## src/design/slid_pkg.sv

```systemverilog
// Shared types and constants for the sorted key store.
// No dependencies; slid_datapath, slid_ctrl and sorted_list_insert_delete use this package.
`timescale 1ns / 1ps

package slid_pkg;

  localparam int KEY_W = 32;

  localparam logic CMD_INSERT = 1'b0;
  localparam logic CMD_DELETE = 1'b1;

  typedef struct packed {
    logic                    command;
    logic signed [KEY_W-1:0] key;
  } cmd_t;

  typedef struct packed {
    logic signed [KEY_W-1:0] stored_key;
    logic                    last;
    logic                    empty_res;
    logic                    not_found;
    logic                    overflow;
  } res_t;

  typedef enum logic [3:0] {
    S_IDLE,
    S_START,
    S_INS_RD,
    S_INS_CMP,
    S_INS_PUT0,
    S_DEL_RD,
    S_DEL_CMP,
    S_DUMP_RD,
    S_DUMP_OUT
  } state_t;

  // Store write kinds; all but WR_PUT_ZERO are relative to the scan index
  typedef enum logic [2:0] {
    WR_NONE,
    WR_SHIFT_UP,   // mem[idx+1] = read data
    WR_PUT_ABOVE,  // mem[idx+1] = key
    WR_PUT_ZERO,   // mem[0]     = key
    WR_SHIFT_DOWN  // mem[idx-1] = read data
  } wr_op_t;

  typedef struct packed {
    logic   accept;
    logic   rd_en;
    wr_op_t wr_op;
    logic   idx_clear;
    logic   idx_load_top;
    logic   idx_inc;
    logic   idx_dec;
    logic   cnt_inc;
    logic   cnt_dec;
    logic   set_found;
    logic   set_full;
    logic   set_miss;
    logic   out_load;
  } ctrl_t;

  typedef struct packed {
    logic in_valid;
    logic is_delete;
    logic count_zero;
    logic full;
    logic idx_zero;
    logic idx_last;
    logic ge;
    logic eq;
    logic found;
    logic out_free;
  } status_t;

endpackage

```

## src/design/slid_ctrl.sv

```systemverilog
// Controller: sequences the insert scan, delete scan and list dump.
// Uses slid_pkg state, control and status types; drives slid_datapath.
`timescale 1ns / 1ps

module slid_ctrl (
  input  logic              clk,
  input  logic              rst,
  input  slid_pkg::status_t st,
  output slid_pkg::ctrl_t   ctrl
);

  slid_pkg::state_t state;
  slid_pkg::state_t state_next;

  always_ff @(posedge clk) begin
    if (rst) begin
      state <= slid_pkg::S_IDLE;
    end else begin
      state <= state_next;
    end
  end

  always_comb begin
    state_next = state;
    ctrl       = '0;
    ctrl.wr_op = slid_pkg::WR_NONE;
    unique case (state)
      slid_pkg::S_IDLE: begin
        ctrl.accept = 1'b1;
        if (st.in_valid) state_next = slid_pkg::S_START;
      end
      slid_pkg::S_START: begin
        if (!st.is_delete) begin
          if (st.full) begin
            ctrl.set_full  = 1'b1;
            ctrl.idx_clear = 1'b1;
            state_next     = slid_pkg::S_DUMP_RD;
          end else if (st.count_zero) begin
            ctrl.wr_op     = slid_pkg::WR_PUT_ZERO;
            ctrl.cnt_inc   = 1'b1;
            ctrl.idx_clear = 1'b1;
            state_next     = slid_pkg::S_DUMP_RD;
          end else begin
            ctrl.idx_load_top = 1'b1;
            state_next        = slid_pkg::S_INS_RD;
          end
        end else begin
          ctrl.idx_clear = 1'b1;
          if (st.count_zero) begin
            ctrl.set_miss = 1'b1;
            state_next    = slid_pkg::S_DUMP_RD;
          end else begin
            state_next = slid_pkg::S_DEL_RD;
          end
        end
      end
      // insert: walk down from the top, moving keys >= new key up one slot
      slid_pkg::S_INS_RD: begin
        ctrl.rd_en = 1'b1;
        state_next = slid_pkg::S_INS_CMP;
      end
      slid_pkg::S_INS_CMP: begin
        if (st.ge) begin
          ctrl.wr_op = slid_pkg::WR_SHIFT_UP;
          if (st.idx_zero) begin
            state_next = slid_pkg::S_INS_PUT0;
          end else begin
            ctrl.idx_dec = 1'b1;
            state_next   = slid_pkg::S_INS_RD;
          end
        end else begin
          ctrl.wr_op     = slid_pkg::WR_PUT_ABOVE;
          ctrl.cnt_inc   = 1'b1;
          ctrl.idx_clear = 1'b1;
          state_next     = slid_pkg::S_DUMP_RD;
        end
      end
      slid_pkg::S_INS_PUT0: begin
        ctrl.wr_op     = slid_pkg::WR_PUT_ZERO;
        ctrl.cnt_inc   = 1'b1;
        ctrl.idx_clear = 1'b1;
        state_next     = slid_pkg::S_DUMP_RD;
      end
      // delete: walk up; after the first match every key moves down one slot
      slid_pkg::S_DEL_RD: begin
        ctrl.rd_en = 1'b1;
        state_next = slid_pkg::S_DEL_CMP;
      end
      slid_pkg::S_DEL_CMP: begin
        if (st.found) begin
          ctrl.wr_op = slid_pkg::WR_SHIFT_DOWN;
        end else if (st.eq) begin
          ctrl.set_found = 1'b1;
        end
        if (st.idx_last) begin
          if (st.found || st.eq) begin
            ctrl.cnt_dec = 1'b1;
          end else begin
            ctrl.set_miss = 1'b1;
          end
          ctrl.idx_clear = 1'b1;
          state_next     = slid_pkg::S_DUMP_RD;
        end else begin
          ctrl.idx_inc = 1'b1;
          state_next   = slid_pkg::S_DEL_RD;
        end
      end
      slid_pkg::S_DUMP_RD: begin
        if (st.count_zero) begin
          if (st.out_free) begin
            ctrl.out_load = 1'b1;
            state_next    = slid_pkg::S_IDLE;
          end
        end else begin
          ctrl.rd_en = 1'b1;
          state_next = slid_pkg::S_DUMP_OUT;
        end
      end
      slid_pkg::S_DUMP_OUT: begin
        if (st.out_free) begin
          ctrl.out_load = 1'b1;
          if (st.idx_last) begin
            state_next = slid_pkg::S_IDLE;
          end else begin
            ctrl.idx_inc = 1'b1;
            state_next   = slid_pkg::S_DUMP_RD;
          end
        end
      end
      default: state_next = slid_pkg::S_IDLE;
    endcase
  end

endmodule

```

## config.mk

```make
export PLATFORM = sky130hd
export DESIGN_NAME = slid_ctrl
export DESIGN_NICKNAME = d
export VERILOG_FILES = /design/src/design/slid_pkg.sv /design/src/design/slid_ctrl.sv
export SDC_FILE = /design/constraint.sdc
export NUM_CORES = 1
export LEC_CHECK = 0
export BUFFER_PORTS_ARGS = -buffer_cell sky130_fd_sc_hd__buf_2
export CAP_MARGIN = 20
export CORE_AREA = 2 2 39 41
export DETAILED_ROUTE_END_ITERATION = 8
export DIE_AREA = 0 0 41 43
export PLACE_DENSITY = 0.71
export SLEW_MARGIN = 20
export SYNTH_ARGS = -nofsm -noshare
export SYNTH_HDL_FRONTEND = slang
export SYNTH_SLANG_ARGS = --single-unit
```

## constraint.sdc

```tcl
create_clock -name clk -period 2.34 [get_ports clk]
set_clock_uncertainty 0.15 [all_clocks]
set_input_delay 0.468 -clock clk [delete_from_list [all_inputs] [get_ports clk]]
set_output_delay 0.468 -clock clk [all_outputs]
set_load 0.03 [all_outputs]
```

; Word-level counts from Yosys, hierarchy flattened
; Index checks and enable logic that the tools add are counted.
[totals]
ff_bits = 4
output_inout_bits = 15
word_cells = 70
[classes]
n_eq_ne = 11
n_mux = 54
n_reduce_logical = 4
[ops]
columns = op, count
row1 = 4-bit one-hot mux with 9 select lines, 1
row2 = 1-bit two-way mux, 29
row3 = 4-bit two-way mux, 7
row4 = 3-bit two-way mux, 6
row5 = "4-bit by 3-bit == test with 1-bit output, second input constant", 4
row6 = 4-bit one-hot mux with 4 select lines, 1
row7 = 2-bit two-way mux, 5
row8 = "4-bit by 2-bit == test with 1-bit output, second input constant", 2
row9 = 1-bit one-hot mux with 2 select lines, 4
row10 = "4-bit by 1-bit == test with 1-bit output, second input constant", 1
row11 = "4-bit == test, second input constant", 1
row12 = 4-bit zero test, 1
row13 = "2-bit != test, second input constant", 2
row14 = "3-bit != test, second input constant", 1
row15 = 1-bit one-hot mux with 3 select lines, 1
row16 = 3-bit AND reduction, 1
row17 = 2-bit OR reduction, 1
row18 = 1-bit logical OR, 1

; Logic depth before layout (Yosys ltp)
; Gate-level depths: netlist of the first run.
[depth]
word_depth = 4
depth_mapped = 5

; Least setup slack after synthesis of the first run
; Ideal clock, no wire load.
[synth_path]
kind = reg-to-output
start = register state[2]
end = output ctrl[8] (netlist bit)
t_arrival_ns = 1.877
t_required_ns = 1.722
slack_ns = -0.155
path_stages_with_launch = 4
n_path_buf = 1
path_cell_list = dfxtp_1 -> or4b_1 -> buf_2 -> nor4_1
[synth_rtl]
columns = element, line
row1 = start: declaration, slid_ctrl.sv:12  ; slid_pkg::state_t state;
row2 = start signal: assignment, slid_ctrl.sv:17  ; state <= slid_pkg::S_IDLE;
row3 = start signal: assignment, slid_ctrl.sv:19  ; state <= state_next;
row4 = end: declaration, slid_ctrl.sv:9  ; output slid_pkg::ctrl_t ctrl

==> results of run 1 <==
cell usage in the layout (no fill, tap or decap), types with 2 or more instances in the layout:
| cell | n |
|---|---|
| nand2_1 | 8 |
| clkbuf_4 | 4 |
| o21a_1 | 2 |
| a31oi_1 | 3 |
| or2b_1 | 2 |
| buf_6 | 2 |
| nand3_1 | 4 |
| buf_2 | 21 |
| and2_1 | 2 |
| nor2_1 | 7 |
| nor2b_1 | 2 |
| nor4_1 | 4 |
| inv_1 | 3 |
| o32ai_2 | 2 |
| or4b_4 | 2 |
| dfxtp_2 | 3 |
| buf_4 | 10 |
| o21ai_0 | 4 |
through the flow:
step	cells	hold slack, ps	total power, µW	worst slack (ps)
after CTS	122	266	787	0.125
after floorplan	75	389	555	4.50
after detailed placement	119	508	690	188
after global routing	122	255	882	8.80
after global placement	119	505	682	208
final	122	261	820	70.0
cell type report:
type                    count  area share
multi-input cells          62       0.554
repair buffers             34       0.270
inverters                   3      0.0144
clock buffers               3      0.0289
flip-flops and latches      4       0.108
well taps                  16      0.0257
power groups by stage:
stage	sequential (µW)	clock (µW)	combinational (µW)
after floorplan	108	0	447
after global placement	114	0	568
after detailed placement	115	0	575
after CTS	117	85.6	584
after global routing	122	93.7	666
final	120	83.8	616
worst max path at each step:
| stage | cells after the start | slack [ps] | end |
|---|---|---|---|
| 6_report | 5 | 70 | ctrl[13] |
| 2_1_floorplan | 3 | 4 | ctrl[2] |
| 3_3_place_gp | 4 | 210 | ctrl[9] |
| 5_1_grt | 6 | 9 | ctrl[1] |
| 3_5_place_dp | 5 | 190 | ctrl[10] |
| 4_1_cts | 5 | 0.1 | ctrl[0] |
critical path: cells and delay by family, from the launching register on:
family	cells	cell delay [ps]
compound gates	1	150
buf+inv	3	470
flops	1	350
simple gates	1	450
cells in the mapped netlist (all sizes together):
| master | count |
|---|---|
| nand2 | 8 |
| nor2 | 8 |
| nor4 | 5 |
| buf | 4 |
| dfxtp | 4 |
| nand3 | 4 |
| o21ai | 4 |
| a31oi | 3 |
| inv | 3 |
| nor3 | 3 |
| or2b | 3 |
| a21oi | 2 |
| a221oi | 2 |
| and2 | 2 |
| clkbuf | 2 |
| nor2b | 2 |
| o21a | 2 |
| o32ai | 2 |
| or3 | 2 |
| or4b | 2 |
| a21o | 1 |
| and3b | 1 |
| nand2b | 1 |
| nor3b | 1 |
| o211ai | 1 |
| o21bai | 1 |
| o31a | 1 |
| o32a | 1 |
timing repair:
item / CTS / global route
resized for setup: 3 / 15
pin swaps: 0 / 1
setup buffers: 0 / 0
setup endpoints to repair: 5 / 8
hold buffers: 0 / 0
cells by family after synthesis:
logic type / Yosys count / share of synthesized area
buf+inv: 9 / 0.120
compound gates: 20 / 0.287
simple gates: 42 / 0.446
flops: 4 / 0.147
metal layers:
metal  track usage  wire length, µm
met1         0.228              647
met2         0.303              757
met3        0.0419               70
met4        0.0467                0
met5             0                0
==> impl_metrics.toml, run 1 <==
[synth]
synthTopCellsByArea = "dfxtp_1, nor4_1, nand2_1"
ys_seq_elements = 4
syn-num-nets = 87
synth_top_area_cell = "dfxtp_1"
synthCells = 75
synth_cell_types = 34
synth_top_area_frac = 0.147
yosys_warnings = 0
synth_seq_area_share = 0.147
syn_avg_cell_area_um2 = 7.26
netlist_area_um2 = 544

[clock_tree]
clkSlewWorstSetupHoldPaths_ps = 40
clk_latency_ps = 230
cts_tree = "done"
htreeDepth = 1
cts-root-buf = "clkbuf_4"
cts_buffers = 3
cts_buffer_depth = 2
cts.sinks = 4

[global_routing]
overflow = 0
grt_max_degree = 14
grt.total_usage = 0.184
antenna_found_initial = 0
grt_pass1_vias = 603
grt_pass1_wl_um = 2310

[floorplanning]
start_util = 0.393
fp.coreArea_um2 = 1380
die_h_um = 43
rows = 14
ios = 27
die_x_um = 41
fp.dieArea_um2 = 1760

[finish]
fin_util = 0.563
stdcell_area_um2 = 779
multiInputGateArea_um2 = 432
top_register = "state"
nNetsFinal = 120
diodes = 0
area_growth_syn_to_layout_pct = 43.2
drive_gt1_frac = 0.509
fillers = 136
largest_reg_flops = 4
top_regs = "state (4)"
regArea_um2 = 83.8

[worst_setup_path]
crit_start = "state[1]$_SDFFE_PP0P_"
path_cells = "buf_6 -> inv_1 -> or3_2 -> a21oi_2 -> clkbuf_4"
worstPathArrival_ps = 1650
regToRegEndpoint = "state[0]$_SDFFE_PP0P_"
critPathLaunchType = "register"
regToRegStartpoint = "state[1]$_SDFFE_PP0P_"
critPathKind = "register to primary output"
crit_slowest_cell = "or3_2"
cp_max_fo = 13
cpPeakStageDelay_ps = 450
cp-end-kind = "primary output"
r2r_cells = 6
required_ps = 1720
rrSetupSlack_ps = 600

[run_status]
status = "complete, no violations"

[power]
p_comb_frac = 0.751
p_seq_frac = 0.146
power.leakage_uw = 0.000357
swShare = 0.510
powerDensity_nw_per_um2 = 1050
ir_worst_vdd_uv = 510
pwr-share-clk = 0.102
p_int_uw = 402
netSwitchingPower_uw = 418

[job]
max-cap-violations = 0

[detailed_routing]
wire_per_inst_um = 12.1
vias_per_cell = 5.64
first_pass_iters = 4
first_iter_violations = 12
drc_errors = 0
vias = 688
drt_wl_total_um = 1480
ant_nets = 0

[sta]
rsz0062_at_grt = "false"
slew_viol_final = 0
max_freq_ghz = 0.441
hold_violations = 0
slew_headroom = 0.799
setup_viol = 0
finalCritPeriodShare = 0.970
timing.final.crit_period_ps = 2270
fin_setup_tns_ps = 0
max_slew.worst_pin.slew_ps = 301

[worst_hold_path]
holdCritStartpoint = "rst"
hp-class = "input pin to register"
hold_depth = 2
hold_end = "state[3]$_SDFFE_PP0P_"

[placement]
io_buffers = 26
hpwlAfterDp_um = 1160
gp_congestion = 0.844
postPlaceCellArea_um2 = 714
Power figures use the tool's default switching activity.
==> run 2, diff against run 1 <==
--- a/config.mk
+++ b/config.mk
@@ -5,12 +5,13 @@
 export SDC_FILE = /design/constraint.sdc
 export NUM_CORES = 1
 export LEC_CHECK = 0
+export ABC_AREA = 1
 export BUFFER_PORTS_ARGS = -buffer_cell sky130_fd_sc_hd__buf_2
 export CAP_MARGIN = 20
 export CORE_AREA = 2 2 39 41
 export DETAILED_ROUTE_END_ITERATION = 8
 export DIE_AREA = 0 0 41 43
-export PLACE_DENSITY = 0.71
+export PLACE_DENSITY = 0.67
 export SLEW_MARGIN = 20
 export SYNTH_ARGS = -nofsm -noshare
 export SYNTH_HDL_FRONTEND = slang
==> constraint.sdc (replaced) <==
create_clock -name clk -period 2.76 [get_ports clk]
set_clock_uncertainty 0.15 [all_clocks]
set_input_delay 0.552 -clock clk [delete_from_list [all_inputs] [get_ports clk]]
set_output_delay 0.552 -clock clk [all_outputs]
set_load 0.03 [all_outputs]
==> run 2 against run 1 <==
Against the previous run:
- area after synthesis down 9.2%
- worst hold slack better by 110 ps
- critical path depth up 2
- setup slack better by 470 ps
- critical path type unchanged
- wire length down 14%
==> impl_metrics.toml, run 2 <==
[floorplanning]
fp.dieArea_um2 = 1760
die_x_um = 41
start_util = 0.357
ios = 27
die_h_um = 43
rows = 14
fp.coreArea_um2 = 1380

[finish]
area_growth_syn_to_layout_pct = 34.9
top_regs = "state (4)"
final_common_cell = "nand2_1"
fin_util = 0.482
fillers = 165
diodes = 0
nNetsFinal = 140
largest_reg_flops = 4
final_cell_mix = "nand2_1, buf_2, nor2_1, inv_1, nand3_1"
top_register = "state"
drive_gt1_frac = 0.317

[worst_setup_path]
cp-end-kind = "primary output"
required_ps = 2060
worstPathArrival_ps = 1520
critPathLaunchType = "register"
path_cells = "nand2_1 -> nor2_2 -> inv_1 -> nor2_1 -> nand2_1 -> nand3_1 -> buf_2"
cp_top_family = "simple AND/OR/NAND/NOR gates"
crit_buf_inv = 2
cpMostUsedCell = "nand2_1"
crit_slowest_cell = "dfxtp_1"
cp_max_fo = 6
critPathKind = "register to primary output"
cpPeakStageDelay_ps = 400

[synth]
synth-edff-count = 0
syn_avg_cell_area_um2 = 5.10
netlist_top_cells_count = "nand2_1, inv_1, nor2_1"
synthCells = 97
synth_ff_type = "dfxtp_1"
synthAdderAreaFrac = 0
synthSimpleGateAreaFrac = 0.570
synth_top_area_cell = "nand2_1"
synth_top_area_frac = 0.266
synth_seq_area_share = 0.162
synth_compound_area_frac = 0.139
synthXorXnorAreaFrac = 0
synth_top_family_by_area = "simple AND/OR/NAND/NOR gates"
yosys_warnings = 0
ys_seq_elements = 4
syn-num-nets = 109
synthTopCellsByArea = "nand2_1, dfxtp_1, nand3_1"
synth_cell_types = 18
muxShareOfSynthArea = 0
netlist_area_um2 = 494
async_flop_share = 0
synth.most_common_cell = "nand2_1"

[global_routing]
grt_pass1_vias = 556
antenna_found_initial = 0
overflow = 0
met3_usage = 0.0157
use_met1 = 0.189
grt.total_usage = 0.156
top_usage_layer = "met2"
grt_max_degree = 7
grtUsageMet2 = 0.275
grt_pass1_wl_um = 1960

[detailed_routing]
first_iter_violations = 7
first_pass_iters = 4
drc_errors = 0
vias_per_cell = 4.77
wire_per_inst_um = 8.93
ant_nets = 0
drt_wl_total_um = 1270
vias = 677

[sta]
slew_headroom = 0.770
rsz0062_at_grt = "false"
setup_viol = 0
fin_setup_tns_ps = 0
slew_viol_final = 0
finalCritPeriodShare = 0.803
max_slew.worst_pin.slew_ps = 340
hold_violations = 0
timing.final.crit_period_ps = 2220
hold_slack_ps = 372
max_freq_ghz = 0.451

[clock_tree]
cts-root-buf = "clkbuf_4"
postCtsResizedCells = 0
ctsHoldBuffers = 0
clk_latency_ps = 230
cts_buffers = 3
post-cts-setup-buffers = 0
htreeDepth = 1
cts_tree = "done"
cts.sinks = 4
cts_buffer_depth = 2
clkSlewWorstSetupHoldPaths_ps = 30

[placement]
gp_congestion = 0.791
io_buffers = 26
hpwlAfterDp_um = 1100

[power]
swShare = 0.583
ir_worst_vdd_uv = 436
p_int_uw = 268
netSwitchingPower_uw = 374
p_seq_frac = 0.153
power.leakage_uw = 0.000418
pwr-share-clk = 0.108
powerDensity_nw_per_um2 = 962
p_comb_frac = 0.740

[worst_hold_path]
hp-class = "input pin to register"

[job]
max-cap-violations = 0

[run_status]
status = "complete, no violations"
## run 2: cells by family (layout without fill, tap and decap cells)
| group | Yosys count | count (layout) |
|---|---|---|
| DFF | 4 | 4 |
| buffers and inverters | 17 | 46 |
| AOI/OAI and AO/OA | 11 | 11 |
| and+or+nand+nor | 65 | 65 |
## run 2: worst register-to-register path, cell delays in order, from the launching register on
cell and delay, ps:
dfxtp_1 340, nor2_1 260, nand2_1 140, nand2_1 90
nand2_2 70, nand3_1 100, nand2_1 70, a21oi_2 100
## run 2: worst paths after layout
check,slack [ps],to,cells past startpoint,start
worst max-delay path,540,ctrl[10],7,state[0]$_SDFFE_PP0P_
worst min-delay path,370,state[0]$_SDFFE_PP0P_,2,rst
worst max register to register,1370,state[0]$_SDFFE_PP0P_,7,state[0]$_SDFFE_PP0P_
worst min register to register,510,state[3]$_SDFFE_PP0P_,4,state[1]$_SDFFE_PP0P_
## run 2: layer usage
layer	wire [µm]	vias to the layer above
met5	0	-
li1	-	367
met4	0	0
met2	606	23
met1	569	287
met3	92	0
## run 2: metrics by stage
stage | cell area (µm²) | cells | power [µW] | setup WS (ps)
after detailed placement | 644 | 139 | 576 | 749
after global placement | 644 | 139 | 572 | 786
after floorplan | 494 | 97 | 458 | 426
final | 667 | 142 | 641 | 542
after CTS | 667 | 142 | 649 | 527
after global routing | 667 | 142 | 707 | 344
## run 2: area by class of cell
class | count | area, µm² | area share
Multi-Input combinational cell | 76 | 350 | 0.525
Timing Repair Buffer | 26 | 130 | 0.195
Sequential cell | 4 | 80.1 | 0.120
Inverter | 17 | 63.8 | 0.0957
Clock buffer | 3 | 22.5 | 0.0338
Tap cell | 16 | 20.0 | 0.0300
## run 2: power groups by stage
stage / clock, µW / combinational, µW / sequential [µW]
after floorplan: 0 / 362 / 95.8
after global placement: 0 / 473 / 98.5
after detailed placement: 0 / 478 / 98.8
after CTS: 73.4 / 478 / 98.0
after global routing: 76.9 / 527 / 104
final: 69.0 / 474 / 97.9
